<file path="src/rbit_pkg.sv">
// Shared types, codes and arithmetic helpers for the rigid body integrate block.
// No dependencies; every other file imports this package.
package rbit_pkg;

    localparam logic [1:0] CMD_LOAD_VERTEX  = 2'd0;
    localparam logic [1:0] CMD_SET_POSE     = 2'd1;
    localparam logic [1:0] CMD_SET_VELOCITY = 2'd2;
    localparam logic [1:0] CMD_STEP         = 2'd3;

    localparam logic [1:0] REG_TIME_STEP       = 2'd0;
    localparam logic [1:0] REG_VERTICES_IN_USE = 2'd1;

    localparam logic [15:0] TIME_STEP_RESET = 16'd1092;
    localparam logic [3:0]  VERTS_RESET     = 4'd4;
    localparam int          EMIT_LIMIT      = 8;

    typedef struct packed {
        logic [1:0]         cmd;
        logic [2:0]         vertex_slot;
        logic signed [31:0] value_x;
        logic signed [31:0] value_y;
        logic signed [31:0] angle_value;
    } t_in_word;

    typedef struct packed {
        logic [2:0]         out_index;
        logic signed [31:0] world_x;
        logic signed [31:0] world_y;
        logic               last;
    } t_out_word;

    // Quarter-wave sine table, Q1.15, 17 points.
    function automatic logic [15:0] qsine(input logic [4:0] idx);
        logic [15:0] v;
        case (idx)
            5'd0:    v = 16'd0;
            5'd1:    v = 16'd3212;
            5'd2:    v = 16'd6393;
            5'd3:    v = 16'd9512;
            5'd4:    v = 16'd12539;
            5'd5:    v = 16'd15446;
            5'd6:    v = 16'd18204;
            5'd7:    v = 16'd20787;
            5'd8:    v = 16'd23170;
            5'd9:    v = 16'd25329;
            5'd10:   v = 16'd27245;
            5'd11:   v = 16'd28898;
            5'd12:   v = 16'd30273;
            5'd13:   v = 16'd31356;
            5'd14:   v = 16'd32137;
            5'd15:   v = 16'd32609;
            default: v = 16'd32767;
        endcase
        return v;
    endfunction

    // u spans 0..16384 (a quarter turn); linear interpolation between points.
    function automatic logic [15:0] quarter_lookup(input logic [14:0] u);
        logic [4:0]  idx;
        logic [9:0]  frac;
        logic [15:0] a;
        logic [15:0] b;
        logic [25:0] prod;
        idx  = u[14:10];
        frac = u[9:0];
        a    = qsine(idx);
        b    = qsine(idx + 5'd1);
        prod = (b - a) * frac;
        if (idx >= 5'd16) begin
            return qsine(5'd16);
        end
        return a + prod[25:10];
    endfunction

    function automatic logic signed [16:0] sine_of(input logic [15:0] ang);
        logic [14:0] u;
        logic [15:0] v;
        if (ang[14]) begin
            u = 15'd16384 - {1'b0, ang[13:0]};
        end else begin
            u = {1'b0, ang[13:0]};
        end
        v = quarter_lookup(u);
        if (ang[15]) begin
            return -$signed({1'b0, v});
        end
        return $signed({1'b0, v});
    endfunction

    function automatic logic signed [31:0] sat32(input logic signed [63:0] x);
        if (x > 64'sh0000_0000_7FFF_FFFF) begin
            return 32'sh7FFF_FFFF;
        end
        if (x < -64'sh0000_0000_8000_0000) begin
            return 32'sh8000_0000;
        end
        return x[31:0];
    endfunction

endpackage

</file>
<file path="src/rbit_trig.sv">
// Registered sine and cosine of a 16-bit binary angle.
// Depends on rbit_pkg for the quarter-wave lookup.
module rbit_trig (
    input  logic                i_clk,
    input  logic [15:0]         i_angle,
    output logic signed [16:0]  o_sin,
    output logic signed [16:0]  o_cos
);
    import rbit_pkg::*;

    logic signed [16:0] r_sin;
    logic signed [16:0] r_cos;

    always_ff @(posedge i_clk) begin
        r_sin <= sine_of(i_angle);
        r_cos <= sine_of(i_angle + 16'h4000);
    end

    assign o_sin = r_sin;
    assign o_cos = r_cos;
endmodule
</file>
<file path="config.mk">
export PLATFORM = sky130hd
export DESIGN_NAME = rbit_trig
export DESIGN_NICKNAME = d
export VERILOG_FILES = /design/src/rbit_pkg.sv /design/src/rbit_trig.sv
export SDC_FILE = /design/constraint.sdc
export NUM_CORES = 1
export LEC_CHECK = 0
export ABC_AREA = 1
export BUFFER_PORTS_ARGS = -buffer_cell sky130_fd_sc_hd__buf_2
export CAP_MARGIN = 10
export CORE_ASPECT_RATIO = 1.2
export CORE_UTILIZATION = 55
export DETAILED_ROUTE_END_ITERATION = 8
export GPL_TIMING_DRIVEN = 1
export PLACE_DENSITY = 0.73
export RECOVER_POWER = 25
export SLEW_MARGIN = 25
export SYNTH_ARGS = -nofsm -noshare
export SYNTH_HDL_FRONTEND = slang
export SYNTH_SLANG_ARGS = --single-unit
</file>
<file path="constraint.sdc">
create_clock -name i_clk -period 12.51 [get_ports i_clk]
set_input_delay 2.502 -clock i_clk [delete_from_list [all_inputs] [get_ports i_clk]]
set_output_delay 2.502 -clock i_clk [all_outputs]
set_load 0.01 [all_outputs]
</file>
==> reports/metrics.csv <==
metric,value,unit
status,finished clean,
die_h,204,um
cts-root-buf,clkbuf_16,
crit_top_cell,inv_1,
post-dp-hpwl,47000,um
seq_area_frac_synth,3.64,%
drt-met1-wl,20300,um
syn_to_final_growth,18.2,%
drc_errors,0,
setup_viol,0,
relSlewSlack,27.4,%
cts_sinks,34,
cap_violations,0,
ctsHoldBuffers,0,
firstDrtPassIters,6,
cp_data_arrival_time,12250,ps
dp.cells,3288,
ios,51,
synthTopCellsByArea,"fa_1 31%, ha_1 12%, inv_1 12%",
vias,17900,
crit_path_max_incr_delay,550,ps
wl_met2,28500,um
cp_max_fo,7,
critPathCaptureType,flop,
hold_viol,0,
yosys_warnings,0,
antenna_found_initial,0,
async_reset_ff_share,0,%
core-area,33200,um2
num_rows,73,
dp_slack,-659,ps
ys_top_cells_by_count,"577 x inv_1, 474 x nand2_1, 310 x nor2_1",
portBuffers,50,
avgSynthCellArea,7.15,um2
grt_util_all_layers,32.7,%
fin_hold_ws,2600,ps
wl_met3,2690,um
fmax,0.0828,GHz
cts.path.max_buffers,2,
synth.distinct_cells,63,
start_kind,primary input,
die_area,34700,um2
first_global_vias,18500,
synth_fp_nets,3108,
synth-seq-cells,34,
grt_max_degree,30,
drv_slew,0,
top_layer,met4,
die_w,170,um
finalNonFillerCells,3330,
grt_pass1_wl,90000,um
syn-cell-area,18700,um2
fin_crit,12080,ps
wl_per_cell,16.6,um
synth_top_area_cell,fa_1,
tightest_slew,1080,ps
cts_buffers,5,
synth_top_area_share,31.3,%
synth_edf_count,0,
cp_slowest_cell,fa_1,
hold_path_class,in -> reg,
startpoint,i_angle[2],
synth.most_common_cell,inv_1,
critical_path_class,in -> reg,
wirelength,55200,um
dr.first_iter.drc_count,1110,
gr-total-overflow,0,
h-tree-depth,2,
nets,3372,
required,12680,ps
final_layout_size_suffix_gt1_share,19.7,%
cts_tree,built,
hp-start,i_angle[15],
period_share,96.5,%
synth_flop_cell,dfxtp_1,
gp_congestion,0.934,
netlist_instances,2614,
start_util,56.2,%
viasPerCell,5.38,
clkTransAtPathRegs,50,ps
ant_nets,0,
setup_slack,434,ps
[per-layer routing]
layer	vias to the layer above	GRT usage (%)
met4	0	17.5
met2	574	60.5
li1	8500	-
met3	201	3.45
met5	-	0
met1	8641	36.7
[kinds of logic (layout without fill, tap and decap cells)]
family	Yosys count	count (layout)	share of synthesized area [%]
AO/OA/AOI/OAI	272	272	8.72
XOR/XNOR	99	99	4.94
adder cells (fa/ha/maj)	477	477	43.7
buffers and inverters	643	907	13.1
flip-flops	34	34	3.64
other	0	1	0
AND/OR/NAND/NOR	1089	1090	25.9
[what timing repair did]
| action | CTS | global route |
|---|---|---|
| pin swaps | 1 | 49 |
| cloned | 0 | 1 |
| endpoints found under the hold margin | 0 | 0 |
| endpoints found under the setup margin | 6 | 21 |
| buffers inserted | 1 | 31 |
| resized for setup | 7 | 144 |
[per-stage QoR]
step | TNS, ps | area (um2) | utilization (%)
finish | 0 | 22100 | 66.4
global route | -686 | 22100 | 66.4
CTS | 0 | 21100 | 63.6
detailed placement | -3390 | 20900 | 63.0
global placement | -2860 | 20900 | 63.0
floorplan | 0 | 18700 | -
[layout by cell type (no fill, tap or decap), types with 16 or more instances in the layout]
cell,count
buf_2,34
dfxtp_1,34
xnor2_1,31
nor2_2,29
nand4_1,26
nand2_2,56
fa_1,288
nand3_2,23
a21oi_2,18
inv_1,571
a21oi_1,97
nor2_1,299
xor2_1,51
nand2_1,459
clkbuf_1,17
ha_4,18
nor3_1,16
ha_1,162
nand3_1,113
buf_4,245
o21ai_1,22
inv_2,25
o21ai_0,51
[critical path, delay by kind of cell]
kind                     cells  cell delay (ps)
XOR/XNOR                     2              390
AO/OA/AOI/OAI               12             2080
AND/OR/NAND/NOR             20             1920
adder cells (fa/ha/maj)      9             3620
buffers and inverters       16             1700
[area by class of cell]
cell class,instances,area (um2)
antenna,1,2.50
fill,3041,11200
inverter,601,2260
tap,450,563
sequential,34,681
clock buffer,7,143
clock inverter,1,5.00
timing repair buffer,298,2130
multi-input combinational,1938,16300
[sequential cells by signal (all words and copies together), names as in the netlist]
signal and flops:
o_sin 17, o_cos 17
[final timing paths]
check / end / depth (start not counted) / slack [ps]
setup / recovery: o_sin[15] / 59 / 430
hold / removal: o_sin[14] / 3 / 2600
Power is not shown: default switching activity piles up to over one toggle a cycle in this logic, so the estimate is an artifact.
